`config.mk`:
```
export PLATFORM = sky130hd
export DESIGN_NAME = nmea_sentence_framer
export DESIGN_NICKNAME = d
export VERILOG_FILES = /design/src/design/nmea_pkg.sv /design/src/design/nmea_classify.sv /design/src/design/nmea_sentence_framer.sv
export VERILOG_INCLUDE_DIRS = /design/src /design/src/design
export SDC_FILE = /design/constraint.sdc
export NUM_CORES = 1
export LEC_CHECK = 0
export BUFFER_PORTS_ARGS = -buffer_cell sky130_fd_sc_hd__buf_2
export CAP_MARGIN = 30
export CORE_MARGIN = 2
export CORE_UTILIZATION = 50
export CTS_CLUSTER_DIAMETER = 40
export DETAILED_ROUTE_END_ITERATION = 8
export PLACE_DENSITY = 0.81
export SYNTH_ARGS = -nofsm -noshare
export SYNTH_HDL_FRONTEND = slang
export SYNTH_SLANG_ARGS = --single-unit
```
`constraint.sdc`:
```
create_clock -name clk -period 7.35 [get_ports clk]
set_input_delay 0.3675 -clock clk [delete_from_list [all_inputs] [get_ports clk]]
set_output_delay 0.3675 -clock clk [all_outputs]
set_load 0.01 [all_outputs]
```
`src/design/nmea_sentence_framer_assert.svh`:
```
// assertion macros for the nmea sentence framer
// expects clk and rst_n in the scope of use
`ifndef NMEA_SENTENCE_FRAMER_ASSERT_SVH
`define NMEA_SENTENCE_FRAMER_ASSERT_SVH

// same-cycle implication
`define NSF_ASSERT_IMP(label, ante, cons, msg) \
  label: assert property (@(posedge clk) disable iff (!rst_n) (ante) |-> (cons)) \
    else $error(msg);

// next-cycle implication
`define NSF_ASSERT_NXT(label, ante, cons, msg) \
  label: assert property (@(posedge clk) disable iff (!rst_n) (ante) |=> (cons)) \
    else $error(msg);

`endif

```
`src/design/nmea_pkg.sv`:
```
// shared types, character constants and helpers for the nmea sentence framer
// no dependencies
`default_nettype none
package nmea_pkg;

  localparam logic [7:0] MAX_LEN     = 8'd128;
  localparam logic [7:0] CHAR_DOLLAR = 8'h24;
  localparam logic [7:0] CHAR_STAR   = 8'h2A;
  localparam logic [7:0] HEX_DIGIT0  = 8'h30;
  localparam logic [7:0] HEX_ALPHA   = 8'h41;
  localparam logic [3:0] NIBBLE_MASK = 4'hF;

  localparam int NUM_TYPES = 7;

  typedef enum logic [2:0] {
    ST_RMC   = 3'd0,
    ST_GGA   = 3'd1,
    ST_GST   = 3'd2,
    ST_GSA   = 3'd3,
    ST_VTG   = 3'd4,
    ST_GSV   = 3'd5,
    ST_GLL   = 3'd6,
    ST_OTHER = 3'd7
  } sent_type_t;

  typedef enum logic {
    STATUS_ACCEPT = 1'b0,
    STATUS_REJECT = 1'b1
  } status_t;

  typedef enum logic [5:0] {
    PH_IDLE   = 6'b000001,
    PH_DATA   = 6'b000010,
    PH_HEX_HI = 6'b000100,
    PH_HEX_LO = 6'b001000,
    PH_END0   = 6'b010000,
    PH_END1   = 6'b100000
  } phase_t;

  // first character in the top byte
  localparam logic [23:0] TYPE_NAMES [NUM_TYPES] = '{
    {8'h52, 8'h4D, 8'h43},  // RMC
    {8'h47, 8'h47, 8'h41},  // GGA
    {8'h47, 8'h53, 8'h54},  // GST
    {8'h47, 8'h53, 8'h41},  // GSA
    {8'h56, 8'h54, 8'h47},  // VTG
    {8'h47, 8'h53, 8'h56},  // GSV
    {8'h47, 8'h4C, 8'h4C}   // GLL
  };

  // uppercase hex character of a nibble
  function automatic logic [7:0] nibble_char(input logic [3:0] n);
    logic [3:0] m;
    m = n & NIBBLE_MASK;
    if (m < 4'd10) begin
      nibble_char = HEX_DIGIT0 + {4'd0, m};
    end else begin
      nibble_char = HEX_ALPHA + {4'd0, m} - 8'd10;
    end
  endfunction

endpackage
`default_nettype wire

```
`src/design/nmea_classify.sv`:
```
// maps the three sentence-type characters to a type code
// depends on nmea_pkg
`default_nettype none
module nmea_classify (
  input  wire logic [2:0][7:0]          type_chars,  // [2] first character
  output nmea_pkg::sent_type_t          sent_type
);
  import nmea_pkg::*;

  logic [23:0] key;

  assign key = {type_chars[2], type_chars[1], type_chars[0]};

  // names are distinct, so at most one matches
  always_comb begin
    sent_type = ST_OTHER;
    for (int k = NUM_TYPES - 1; k >= 0; k--) begin
      if (key == TYPE_NAMES[k]) begin
        sent_type = sent_type_t'(k[2:0]);
      end
    end
  end

endmodule
`default_nettype wire

```
`src/design/nmea_sentence_framer.sv`:
```
// top level of the nmea 0183 sentence framer: byte input register, parse state, result register
// depends on nmea_pkg, nmea_classify and nmea_sentence_framer_assert.svh
`default_nettype none
// Takes one received byte per cycle and produces a result when a sentence
// ends (two further bytes after a matching checksum) or when a checksum
// character mismatches. A byte is held in the input register and is
// parsed from there; its result, if any, is registered in the result
// register. Throughput is one byte per clock when not stalled. The
// input register keeps taking a byte while a result waits at the output;
// only a second result blocked behind an untaken one stalls the input.
// Type characters are captured from payload bytes three to five; a sentence
// with fewer payload bytes reuses those of the previous sentence.
module nmea_sentence_framer (
  input  wire logic        clk,
  input  wire logic        rst_n,
  input  wire logic        in_tvalid,
  output logic             in_tready,
  input  wire logic [7:0]  in_tdata,   // [7:0] rx_byte
  output logic             out_tvalid,
  input  wire logic        out_tready,
  output logic [23:0]      out_tdata,  // [2:0] sentence_type, [10:3] sentence_length,
                                       // [18:11] checksum_value, [23:19] zero
  output logic             out_tuser   // [0] status
);
  import nmea_pkg::*;

  `include "nmea_sentence_framer_assert.svh"

  logic       in_valid_r;
  logic [7:0] in_byte_r;

  phase_t     phase_r, phase_nxt;
  logic [7:0] csum_r, csum_nxt;
  logic [7:0] cnt_r, cnt_nxt;
  logic [7:0] len_r, len_nxt;
  logic [2:0][7:0] tchars_r;

  logic       tc_we;
  logic [1:0] tc_idx;
  logic       emit;
  status_t    emit_status;
  logic       advance;
  logic [7:0] len_bump;
  logic [7:0] cnt_inc;
  sent_type_t cur_type;

  logic       out_valid_r;
  status_t    out_status_r;
  sent_type_t out_type_r;
  logic [7:0] out_len_r;
  logic [7:0] out_csum_r;

  nmea_classify u_classify (
    .type_chars (tchars_r),
    .sent_type  (cur_type)
  );

  assign len_bump = (len_r < MAX_LEN) ? len_r + 8'd1 : len_r;
  assign cnt_inc  = (cnt_r < MAX_LEN) ? cnt_r + 8'd1 : cnt_r;

  always_comb begin
    phase_nxt   = phase_r;
    csum_nxt    = csum_r;
    cnt_nxt     = cnt_r;
    len_nxt     = len_r;
    tc_we       = 1'b0;
    tc_idx      = 2'd0;
    emit        = 1'b0;
    emit_status = STATUS_ACCEPT;
    unique case (phase_r)
      PH_IDLE: begin
        if (in_byte_r == CHAR_DOLLAR) begin
          phase_nxt = PH_DATA;
          cnt_nxt   = 8'd0;
          len_nxt   = 8'd1;
        end
      end
      PH_DATA: begin
        len_nxt = len_bump;
        if (in_byte_r == CHAR_STAR) begin
          phase_nxt = PH_HEX_HI;
        end else begin
          cnt_nxt  = cnt_inc;
          csum_nxt = csum_r ^ in_byte_r;
          if (cnt_inc >= 8'd3 && cnt_inc <= 8'd5) begin
            tc_we  = 1'b1;
            tc_idx = cnt_inc[1:0] - 2'd3;
          end
        end
      end
      PH_HEX_HI: begin
        if (nibble_char(csum_r[7:4]) == in_byte_r) begin
          len_nxt   = len_bump;
          phase_nxt = PH_HEX_LO;
        end else begin
          emit        = 1'b1;
          emit_status = STATUS_REJECT;
        end
      end
      PH_HEX_LO: begin
        if (nibble_char(csum_r[3:0]) == in_byte_r) begin
          len_nxt   = len_bump;
          phase_nxt = PH_END0;
        end else begin
          emit        = 1'b1;
          emit_status = STATUS_REJECT;
        end
      end
      PH_END0: begin
        phase_nxt = PH_END1;
      end
      PH_END1: begin
        emit        = 1'b1;
        emit_status = STATUS_ACCEPT;
      end
      default: begin
        phase_nxt = PH_IDLE;
        csum_nxt  = 8'd0;
      end
    endcase
    if (emit) begin
      phase_nxt = PH_IDLE;
      csum_nxt  = 8'd0;
    end
  end

  // a byte with no result may pass even while the output is blocked
  assign advance   = in_valid_r && (!emit || !out_valid_r || out_tready);
  assign in_tready = !in_valid_r || advance;

  always_ff @(posedge clk) begin
    if (!rst_n) begin
      in_valid_r <= 1'b0;
    end else if (in_tready) begin
      in_valid_r <= in_tvalid;
    end
  end

  always_ff @(posedge clk) begin
    if (in_tready && in_tvalid) begin
      in_byte_r <= in_tdata;
    end
  end

  always_ff @(posedge clk) begin
    if (!rst_n) begin
      phase_r <= PH_IDLE;
      csum_r  <= 8'd0;
      cnt_r   <= 8'd0;
      len_r   <= 8'd0;
    end else if (advance) begin
      phase_r <= phase_nxt;
      csum_r  <= csum_nxt;
      cnt_r   <= cnt_nxt;
      len_r   <= len_nxt;
    end
  end

  // sentence-type characters, third payload byte lands in the top slot
  always_ff @(posedge clk) begin
    if (advance && tc_we) begin
      tchars_r[2'd2 - tc_idx] <= in_byte_r;
    end
  end

  always_ff @(posedge clk) begin
    if (!rst_n) begin
      out_valid_r <= 1'b0;
    end else if (advance && emit) begin
      out_valid_r <= 1'b1;
    end else if (out_tready) begin
      out_valid_r <= 1'b0;
    end
  end

  always_ff @(posedge clk) begin
    if (advance && emit) begin
      out_status_r <= emit_status;
      out_type_r   <= cur_type;
      out_len_r    <= len_r;
      out_csum_r   <= csum_r;
    end
  end

  assign out_tvalid = out_valid_r;
  assign out_tdata  = {5'd0, out_csum_r, out_len_r, out_type_r};
  assign out_tuser  = out_status_r;

  `NSF_ASSERT_NXT(a_idle_after_emit, advance && emit,
                  phase_r == PH_IDLE && csum_r == 8'd0, "state not cleared after result")
  `NSF_ASSERT_IMP(a_len_bounded, 1'b1, len_r <= MAX_LEN && cnt_r <= MAX_LEN,
                  "length count beyond limit")
  `NSF_ASSERT_NXT(a_blocked_result_holds, in_valid_r && emit && out_valid_r && !out_tready,
                  in_valid_r && emit, "blocked result byte dropped")

endmodule
`default_nettype wire
```
; ---- Word level (Yosys, flattened, before mapping)
; Cells that the tools add are included.
[op_classes]
bitwise = 1
n_reduce_logical = 22
mux = 43
magnitude_cmp = 8
n_eq_ne = 28
addsub = 10
[op_table]
columns = operator, n
row1 = "equality test 24 x 23 -> 1 bit, second input constant", 7
row2 = 2-to-1 mux 8 bit, 14
row3 = one-hot mux 6 bit (6 select lines), 1
row4 = one-hot mux 8 bit (2 select lines), 2
row5 = one-hot mux 8 bit (4 select lines), 1
row6 = 2-to-1 mux 6 bit, 5
row7 = bitwise mux 24 bit, 1
row8 = "adder 7 x 4 -> 8 bit, first input constant", 2
row9 = "adder 8 x 1 -> 8 bit, second input constant", 2
row10 = demux 8 bit (select 2 bit), 1
row11 = "equality test 8 x 6 -> 1 bit, second input constant", 2
row12 = equality test 8 bit, 2
row13 = "< comparator 8 bit, second input constant", 2
row14 = "subtractor 8 x 4 -> 8 bit, second input constant", 2
row15 = "inequality test 3 bit, second input constant", 5
row16 = "adder 6 x 4 -> 7 bit, first input constant", 2
row17 = 2-to-1 mux 2 bit, 7
row18 = "inequality test 2 bit, second input constant", 5
row19 = 2-to-1 mux 1 bit, 9
row20 = ">= comparator 8 x 2 -> 1 bit, second input constant", 1
row21 = "less-or-equal comparator 8 x 3 -> 1 bit, second input constant", 1
row22 = "< comparator 4 bit, second input constant", 2
row23 = bitwise XOR 8 bit, 1
row24 = "equality test 6 x 1 -> 1 bit, second input constant", 1
row25 = other kinds (24), 34
[totals]
elab_cells = 128
output_inout_bits = 27
input_bits = 12
ff_bits = 84

; ---- Logic depth before layout (Yosys ltp)
; Gate-level depths: netlist (run 1).
[depth]
depth_word = 13
mapped_depth = 11
mapped_depth_nobuf = 10

; ---- Hierarchy
; From an unflattened synthesis (run 1), not the netlist that was laid out.
[unflattened]
hier_cells = 419
hier_area_um2 = 4455.5
[by_module_without_submodules]
columns = module, area_per_inst_um2, n_inst, seq_area_each_um2, cells_per_inst
row1 = nmea_sentence_framer, 4117.7, 1, 2202.1, 380
row2 = nmea_classify, 337.8, 1, 0.0, 39

; ---- Worst setup path before layout (run 1)
; No wires, ideal clock.
[synth_timing]
kind = register -> register
from = register phase_r[3]
to = register tchars_r[10] (netlist name), enable pin
period_less_slack_ns = 3.102
setup_time_ns = 0.395
slack_ns = 4.248
path_stages_with_launch = 7
t_arrival_ns = 2.707
path_buffers = 1
required_time_ns = 6.955
cell_sequence = dfxtp_1 buf_2 or4_4 nor3b_2 nand3_1 or4_1 nor4_1
[synth_between]
elab_chain_len = 7
word_cells_on_any_way = 11
cone_classes = eq/ne: 4 / mux: 2 / reduce/logical: 5
[synth_rtl]
columns = element, line
row1 = "start, declared", nmea_sentence_framer.sv:32  ; phase_t phase_r, phase_nxt;
row2 = "start signal, assigned", nmea_sentence_framer.sv:152  ; phase_r <= phase_nxt;
row3 = "equality test 6 bit, or another cell as far along", nmea_sentence_framer.sv:70  ; unique case (phase_r)
row4 = one-hot mux 1 bit (3 select lines), nmea_sentence_framer.sv:70
row5 = logical NOT 1 bit, nmea_sentence_framer.sv:128  ; assign advance = in_valid_r && (!emit || !out_valid_r || out_tready);
row6 = logical OR 1 bit (2 in a row), nmea_sentence_framer.sv:128
row7 = logical AND 1 bit, nmea_sentence_framer.sv:128
row8 = logical AND 1 bit (*), nmea_sentence_framer.sv:161  ; if (advance && tc_we) begin
row9 = "end signal, assigned by index", nmea_sentence_framer.sv:162  ; tchars_r[2'd2 - tc_idx] <= in_byte_r;
row10 = "end, declared", nmea_sentence_framer.sv:36  ; logic [2:0][7:0] tchars_r;
; Every way passes the cells marked *; elsewhere a longest branch is shown, timed or not.
; A chain may end at the register's enable or synchronous reset.

; ---- Final worst setup path (run 1)
[layout_timing]
from = register phase_r[5]
to = register tchars_r[17] (netlist name), enable pin
; The elaborated chain is that of the path after synthesis.

==> run_results.csv, run 1 <==
group,metric,value,unit
cts,clockBufferDepth,2,
detailed_routing,dr.first_iter.drc_count,200,
worst_setup_path,end_kind,"flip-flop",
cts,clk_latency,0.36,ns
grt,track_usage,20.3,%
timing,post-route-period-util,54.7,%
synth,syn_area,4250,µm²
power,leakage,1.69,nW
synth,synthCells,412,
synth,yosys.area.top_type,"edfxtp_1",
synth,synth_ff_type,"edfxtp_1",
timing,fin_crit,4.02,ns
synth,synth-edff-count,52,
layout,diodes,0,
cts,cts_sinks,84,
layout,nNetsFinal,453,
synth,synth_top_area_share,36.8,%
detailed_routing,drtAntennaViolNets,0,
synth,synth_area_leaders,"edfxtp_1 (37%), dfxtp_1 (15%), o21ai_0 (3.2%)",
synth,yosys_warnings,0,
timing,setup_viol,0,
cts,root_buffer,"clkbuf_8",
grt,antenna_found_initial,0,
layout,final_core_util,56.6,%
detailed_routing,wl_per_cell,16.2,µm
synth,ys_seq_area_share,51.9,%
synth,synth.avg_cell_area,10.3,µm²
timing,max_freq,249,MHz
cts,postCtsResizedCells,0,
cts,cts_tree,"done",
worst_setup_path,r2r_end,"tchars_r[17]",
job,cap_viol_max_count,0,
cts,clk_pin_slew,0.08,ns
floorplan,core,8220,µm²
synth,ys_top_cells_by_count,"edfxtp_1 (52), dfxtp_1 (32), o21ai_0 (27)",
floorplan,initial_core_util,51.7,%
synth,synth_cell_types,61,
layout,syn_to_final_growth,9.46,%
timing,final_hold_viol_count,0,
hold_path,holdCritStartpoint,"in_tdata[6]",
timing,rsz0062_at_grt,"no",
power,irDropWorstVdd,0.0000802,V
timing,tns,0,ns
worst_setup_path,start_kind,"flip-flop",
floorplan,io_pins,39,
hold_path,hold_end,"in_byte_r[6]",
worst_setup_path,r2r_slack,3.33,ns
worst_setup_path,cp_max_fo,14,
floorplan,dieHeight,96.1,µm
worst_setup_path,worstPathArrival,4.02,ns
cts,post-cts-setup-buffers,0,
grt,grt_pass1_wl,14.4,mm
synth,synthArstFlopShare,0,%
hold_path,hold_class,"primary input to flip-flop",
place,gp_congestion,0.873,
timing,tightest_slew,0.787,ns
timing,final_max_slew_viol_count,0,
timing,relSlewSlack,47.3,%
grt,grt_pass1_vias,3116,
outcome,status,"complete, no violations",
detailed_routing,firstDrtPassIters,7,
detailed_routing,routed_via_density,6.05,
detailed_routing,drt-total-wl,8.82,mm
floorplan,die_w,96.1,µm
cts,cts_made_buffers,9,
worst_setup_path,reg2regPathDepth,6,
timing,clock_skew,0.0115,ns
synth,yosys_register_bits,84,
detailed_routing,drc_errors,0,
worst_setup_path,reg2reg_from,"phase_r[5]",
floorplan,die_area,9240,µm²
worst_setup_path,setup.worst_path.class,"flip-flop to flip-flop",
grt,grt_remaining_overflow,0,
synth,yosysMostFrequentCell,"edfxtp_1",
hold_path,min_path_cells,1,
place,hpwlAfterDp,6.06,mm
place,numPortBuffers,33,
worst_setup_path,cp.required,7.34,ns
cts,htree_levels,3,
layout,drive_gt1_share,13.2,%
power,p_per_area,184,nW/µm²
cts,cts-hold-fix-buffers,0,
floorplan,num_rows,33,
detailed_routing,via_count,3290,
grt,grt_max_degree,26,
-- layer usage --
layer  up-vias  routed length (µm)  track usage, %
met5         -                   0               0
met4         0                 152            9.17
met3        14                 550            4.39
met2       137                4270            33.3
met1      1573                3850            25.7
li1       1566                   -               -
-- state kept, by name, summed over array words and instances (netlist names) --
name,count
phase_r,6
cnt_r,8
len_r,8
in_valid_r,1
out_len_r,8
out_csum_r,8
in_byte_r,8
out_type_r,3
out_tuser,1
tchars_r,24
csum_r,8
out_tvalid,1
-- kinds of logic (layout without fill, tap and decap cells) --
family	count (synthesis)	after routing	synth area share [%]
buffers and inverters	48	71	4.89
flip-flops	84	84	51.9
AO/OA/AOI/OAI	98	98	15.8
AND/OR/NAND/NOR	156	156	21.3
multiplexers	9	9	2.12
adder cells (fa/ha/maj)	7	7	2.06
XOR/XNOR	9	9	1.86
other	1	5	0.0883
-- report_power, final --
group | internal, W | total [W] | switching, W
combinational | 0.00000790 | 0.0000207 | 0.0000128
sequential | 0.000503 | 0.000514 | 0.0000116
clock | 0.000158 | 0.000322 | 0.000164
total | 0.000669 | 0.000857 | 0.000188
-- area by class of cell --
cell class | count | area (µm²)
Fill cell | 699 | 3570
Sequential cell | 84 | 2200
Multi-Input combinational cell | 284 | 1850
Timing Repair Buffer | 35 | 200
Clock buffer | 12 | 135
Tap cell | 105 | 131
Inverter | 20 | 75.1
Clock inverter | 4 | 52.6
-- worst max-delay path, stage by stage (launching register included) --
cell and delay (ns):
dfxtp_1 0.37, or4_4 0.57, nor3b_2 0.66, nand3_1 0.49, or4_1 0.66, or3_1 0.39, nor2_1 0.52
-- how the worst max path moves through the flow --
stage                        end  slack (ns)       start
detailed placement  tchars_r[19]        3.36  phase_r[5]
global placement    tchars_r[19]        3.50  phase_r[5]
floorplan           tchars_r[10]        4.25  phase_r[3]
global route        tchars_r[17]        3.09  phase_r[5]
finish              tchars_r[17]        3.33  phase_r[5]
CTS                 tchars_r[17]        3.36  phase_r[5]
-- through the flow --
stage	setup slack (ns)	area (µm²)	hold slack, ns	cells	power (W)
floorplan	4.25	4260	0.403	416	0.000537
global placement	3.50	4430	0.474	527	0.000545
detailed placement	3.36	4460	0.477	528	0.000545
CTS	3.36	4650	0.177	544	0.000859
global route	3.09	4650	0.174	544	0.000882
finish	3.33	4650	0.180	544	0.000857
-- cell usage in the layout (no fill, tap or decap), drive strengths merged, types with 7 or more instances in the layout --
master	instances
edfxtp	52
buf	35
dfxtp	32
o21ai	29
nor2	25
nand2	24
inv	20
a21oi	19
nor3	15
and3	13
nor2b	12
clkbuf	12
nand3	10
nor3b	10
mux2i	9
o21a	9
nand2b	7
a31oi	7
ha	7
nor4	7
No activity file was read; power rests on OpenSTA's default activity.
==> run 2: changes to the inputs <==
Clock period 7.35 ns to 3.9 ns, I/O delays scaled along.
==> run 2 against run 1 <==
Effect of this change:
- hold slack got worse by 0.18 ns
- first-iteration DRC count is 37% higher
- register-to-register slack got worse by 2.6 ns
- clock-buffer cell count fell by 1
- largest cell class unchanged
- highest routed layer unchanged
==> run_results.csv, run 2 (synthesis gave the netlist of run 1 again) <==
group,metric,value,unit
timing,final_hold_viol_count,0,
worst_setup_path,cpPeakStageDelay,0.48,ns
worst_setup_path,cp_slowest_cell,"dfxtp_1",
place,numPortBuffers,33,
detailed_routing,drtAntennaViolNets,0,
worst_setup_path,crit_start,"csum_r[1]",
job,cap_viol_max_count,0,
timing,fin_crit,3.17,ns
timing,relSlewSlack,56.0,%
layout,largest_reg_flops,24,
detailed_routing,wl_per_cell,16.1,µm
layout,drive_gt1_share,14.4,%
cts,cts_made_buffers,9,
floorplan,die_w,96.1,µm
cts,clk_latency,0.37,ns
place,placed_area,4470,µm²
floorplan,dieHeight,96.1,µm
cts,clk_pin_slew,0.08,ns
layout,syn_to_final_growth,10.5,%
power,p_per_area,351,nW/µm²
hold_path,hold_class,"primary input to flip-flop",
power,irDropWorstVdd,0.000156,V
timing,tightest_slew,0.657,ns
worst_setup_path,path_depth,9,
worst_setup_path,worstPathArrival,2.98,ns
worst_setup_path,critPathBufInv,2,
grt,grt_pass1_wl,14.5,mm
power,leakage,1.72,nW
detailed_routing,drt-total-wl,8.87,mm
worst_setup_path,crit_family,"compound AO/OA/AOI/OAI gates",
cts,clockBufferDepth,2,
timing,setup_viol,0,
worst_setup_path,r2r_slack,0.75,ns
place,hpwlAfterDp,6.18,mm
worst_setup_path,reg2regPathDepth,9,
timing,clock_skew,0.0116,ns
floorplan,num_rows,33,
worst_setup_path,path_cells,"inv_1, ha_1, a21boi_0, o21a_1, o221ai_1, o31a_1, or2_1, o211ai_1, buf_2",
floorplan,core,8220,µm²
cts,cts_sinks,84,
grt,grt_pass1_vias,3095,
cts,cts_tree,"done",
floorplan,initial_core_util,51.7,%
grt,track_usage,20.6,%
detailed_routing,routed_via_density,5.92,
layout,top_register,"tchars_r",
worst_setup_path,cp_max_fo,10,
worst_setup_path,r2r_end,"in_byte_r[3]",
detailed_routing,firstDrtPassIters,6,
floorplan,die_area,9240,µm²
place,gp_congestion,0.902,
layout,final_common_cell,"edfxtp_1",
worst_setup_path,reg2reg_from,"csum_r[1]",
timing,max_freq,315,MHz
worst_setup_path,cp-endpoint,"in_tready",
timing,tns,0,ns
layout,final_cell_mix,"edfxtp_1 (52), buf_2 (33), dfxtp_1 (32)",
layout,fin_area,4690,µm²
cts,root_buffer,"clkbuf_8",
timing,timing.hold.ws,0.00187,ns
detailed_routing,via_count,3258,
layout,diodes,0,
outcome,status,"complete, no violations",
grt,grt_remaining_overflow,0,
detailed_routing,drc_errors,0,
cts,htree_levels,3,
timing,post-route-period-util,81.4,%
grt,grt_max_degree,26,
worst_setup_path,cp.required,3.70,ns
cts,postCtsResizedCells,0,
detailed_routing,dr.first_iter.drc_count,274,
grt,antenna_found_initial,0,
timing,final_max_slew_viol_count,0,
floorplan,io_pins,39,
worst_setup_path,setup.worst_path.class,"flip-flop to primary output",
worst_setup_path,end_kind,"primary output",
worst_setup_path,start_kind,"flip-flop",
timing,rsz0062_at_grt,"no",
layout,nNetsFinal,459,
[run 2: power by group]
part | total, W | internal, W | switching [W]
Combinational | 0.0000412 | 0.0000162 | 0.0000250
Sequential | 0.000969 | 0.000948 | 0.0000217
Clock | 0.000635 | 0.000316 | 0.000319
Total | 0.00164 | 0.00128 | 0.000365
[run 2: what timing repair did]
action / CTS / global route
setup buffers: 0 / 0
endpoints found under the hold margin: 0 / 2
hold buffers: 0 / 2
[run 2: area by class of cell]
cell class,instances,area [µm²]
clock buffers,11,141
clock inverters,5,60.1
repair buffers,41,230
multi-input cells,284,1850
well taps,105,131
fillers,685,3530
inverters,20,75.1
flip-flops and latches,84,2200
[run 2: stage by stage]
stage	worst slack, ns	cells	utilization, %	power (W)
after floorplan	0.798	416	-	0.00101
after global placement	0.923	532	54.4	0.00103
after detailed placement	0.780	532	54.4	0.00103
after CTS	0.743	548	56.8	0.00165
after global routing	0.498	550	57.1	0.00169
final	0.727	550	57.1	0.00164
[run 2: routing by layer]
metal / share of wire, % / GRT usage (%)
met5: 0 / 0
met4: 2.5 / 10.1
met3: 6.0 / 3.37
met2: 49 / 34.4
met1: 42 / 25.8
[run 2: how the worst min path moves through the flow]
stage,startpoint,to,slack (ns),depth (start not counted)
after floorplan,in_tdata[0],in_byte_r[0],0.29,0
final,in_tdata[4],in_byte_r[4],0.002,1
after global routing,in_tdata[4],in_byte_r[4],0.002,1
after CTS,in_tdata[0],in_byte_r[0],0.003,1
after global placement,in_tdata[5],in_byte_r[5],0.37,1
after detailed placement,in_tdata[4],in_byte_r[4],0.37,1
[run 2: worst register-to-register path: stages, from the launching register on]
cell	delay, ns
dfxtp_1	0.48
inv_1	0.08
ha_1	0.21
a21boi_0	0.31
o21a_1	0.18
o221ai_1	0.18
o31a_1	0.42
or2_1	0.30
o211ai_1	0.27
and2_1	0.39
==> run 3: changes to the inputs <==
Clock period 3.9 ns to 3.3 ns, I/O delays scaled along.
==> run 3 against run 2 <==
Effect of this change:
- via count up 0.46%
- global-route usage up 0.83 points
- critical path type unchanged
- first-iteration DRC count down 35%
==> run_results.csv, run 3 (synthesis gave the netlist of run 1 again) <==
group,metric,value,unit
outcome,status,"complete, no violations",
timing,setup_viol,0,
layout,fin_area,4750,µm²
layout,syn_to_final_growth,11.9,%
floorplan,num_rows,33,
timing,final_max_slew_viol_count,0,
place,gp_congestion,0.919,
layout,instances_no_fill,559,
timing,relSlewSlack,60.1,%
cts,htree_levels,3,
cts,cts_made_buffers,9,
layout,drive_gt1_share,15.0,%
worst_setup_path,end_kind,"primary output",
place,post-place-cells,535,
detailed_routing,wl_per_cell,16.0,µm
detailed_routing,via_count,3273,
layout,largest_reg_flops,24,
layout,fill_cells,681,
hold_path,hold_class,"primary input to flip-flop",
cts,clockBufferDepth,2,
timing,tightest_slew,0.598,ns
power,p_per_area,390,nW/µm²
detailed_routing,firstDrtPassIters,4,
cts,clk_latency,0.35,ns
power,leakage,1.74,nW
worst_setup_path,cp.required,3.13,ns
detailed_routing,routed_via_density,5.86,
place,hpwlAfterDp,6.39,mm
worst_setup_path,r2r_slack,0.35,ns
detailed_routing,dr.first_iter.drc_count,178,
timing,fin_crit,3.05,ns
grt,antenna_found_initial,0,
worst_setup_path,cp_max_fo,8,
layout,final_cell_mix,"edfxtp_1 (52), buf_2 (33), dfxtp_1 (31)",
timing,rsz0062_at_grt,"no",
job,cap_viol_max_count,0,
timing,setup_ws,0.249,ns
grt,grt_pass1_wl,15.0,mm
layout,nNetsFinal,468,
grt,track_usage,21.4,%
timing,tns,0,ns
timing,final_hold_viol_count,0,
layout,top_register,"tchars_r",
floorplan,io_pins,39,
timing,timing.hold.ws,0.0535,ns
power,irDropWorstVdd,0.000182,V
place,dp_slack,0.235,ns
grt,grt_remaining_overflow,0,
worst_setup_path,setup.worst_path.class,"flip-flop to primary output",
worst_setup_path,start_kind,"flip-flop",
detailed_routing,drtAntennaViolNets,0,
detailed_routing,drc_errors,0,
place,placed_area,4490,µm²
cts,cts_sinks,84,
floorplan,dieHeight,96.1,µm
timing,post-route-period-util,92.4,%
worst_setup_path,worstPathArrival,2.89,ns
grt,grt_max_degree,26,
layout,final_common_cell,"edfxtp_1",
timing,clock_skew,0.00731,ns
timing,max_freq,328,MHz
layout,diodes,0,
cts,root_buffer,"clkbuf_8",
cts,cts_tree,"done",
floorplan,initial_core_util,51.7,%
place,numPortBuffers,33,
cts,post-cts-setup-buffers,0,
floorplan,core,8220,µm²
cts,clk_pin_slew,0.08,ns
grt,grt_pass1_vias,3126,
detailed_routing,drt-total-wl,8.97,mm
floorplan,die_area,9240,µm²
floorplan,die_w,96.1,µm
-- run 3: cell type report --
class / instances / area (µm²) / area share, %
Inverter: 20 / 75.1 / 1.58
Clock buffer: 11 / 141 / 2.98
Timing Repair Buffer: 50 / 313 / 6.58
Sequential cell: 84 / 2200 / 46.4
Tap cell: 105 / 131 / 2.76
Clock inverter: 5 / 36.3 / 0.764
Multi-Input combinational cell: 284 / 1850 / 39.0
-- run 3: what timing repair did --
action,in CTS,in global routing
hold endpoints to repair,8,0
gates resized for setup,0,2
hold buffers,8,0
endpoints found under the setup margin,0,9
-- run 3: path summary, 6_finish.rpt --
kind / from / to / cells past startpoint
hold / removal: in_tvalid / in_valid_r / 3
setup / recovery: csum_r[5] / in_tready / 9
setup reg to reg: csum_r[5] / in_byte_r[2] / 9
hold reg to reg: csum_r[4] / out_csum_r[4] / 0
-- run 3: critical path, cell delays in order, from the launching register on --
cell and delay [ns]:
dfxtp_1 0.46, inv_1 0.10, ha_1 0.27, and2_1 0.16
o21ai_0 0.14, o211ai_1 0.11, o41a_1 0.52, or2_1 0.33
o211ai_1 0.27, buf_2 0.19
-- run 3: power breakdown --
group	total (W)	internal [W]	switching, W
sequential	0.00114	0.00112	0.0000223
clock	0.000655	0.000295	0.000360
combinational	0.0000587	0.0000252	0.0000335
-- run 3: stage by stage --
step	total power [W]	util, %
final	0.00186	57.8
after global routing	0.00192	57.8
after CTS	0.00187	57.8
after detailed placement	0.00122	54.7
after global placement	0.00121	54.7
after floorplan	0.00120	-
-- run 3: layer usage --
layer | global-route usage (%) | part of all wire, %
met1 | 27.0 | 43
met2 | 35.4 | 49
met3 | 5.09 | 6.3
met4 | 8.57 | 1.9
met5 | 0 | 0
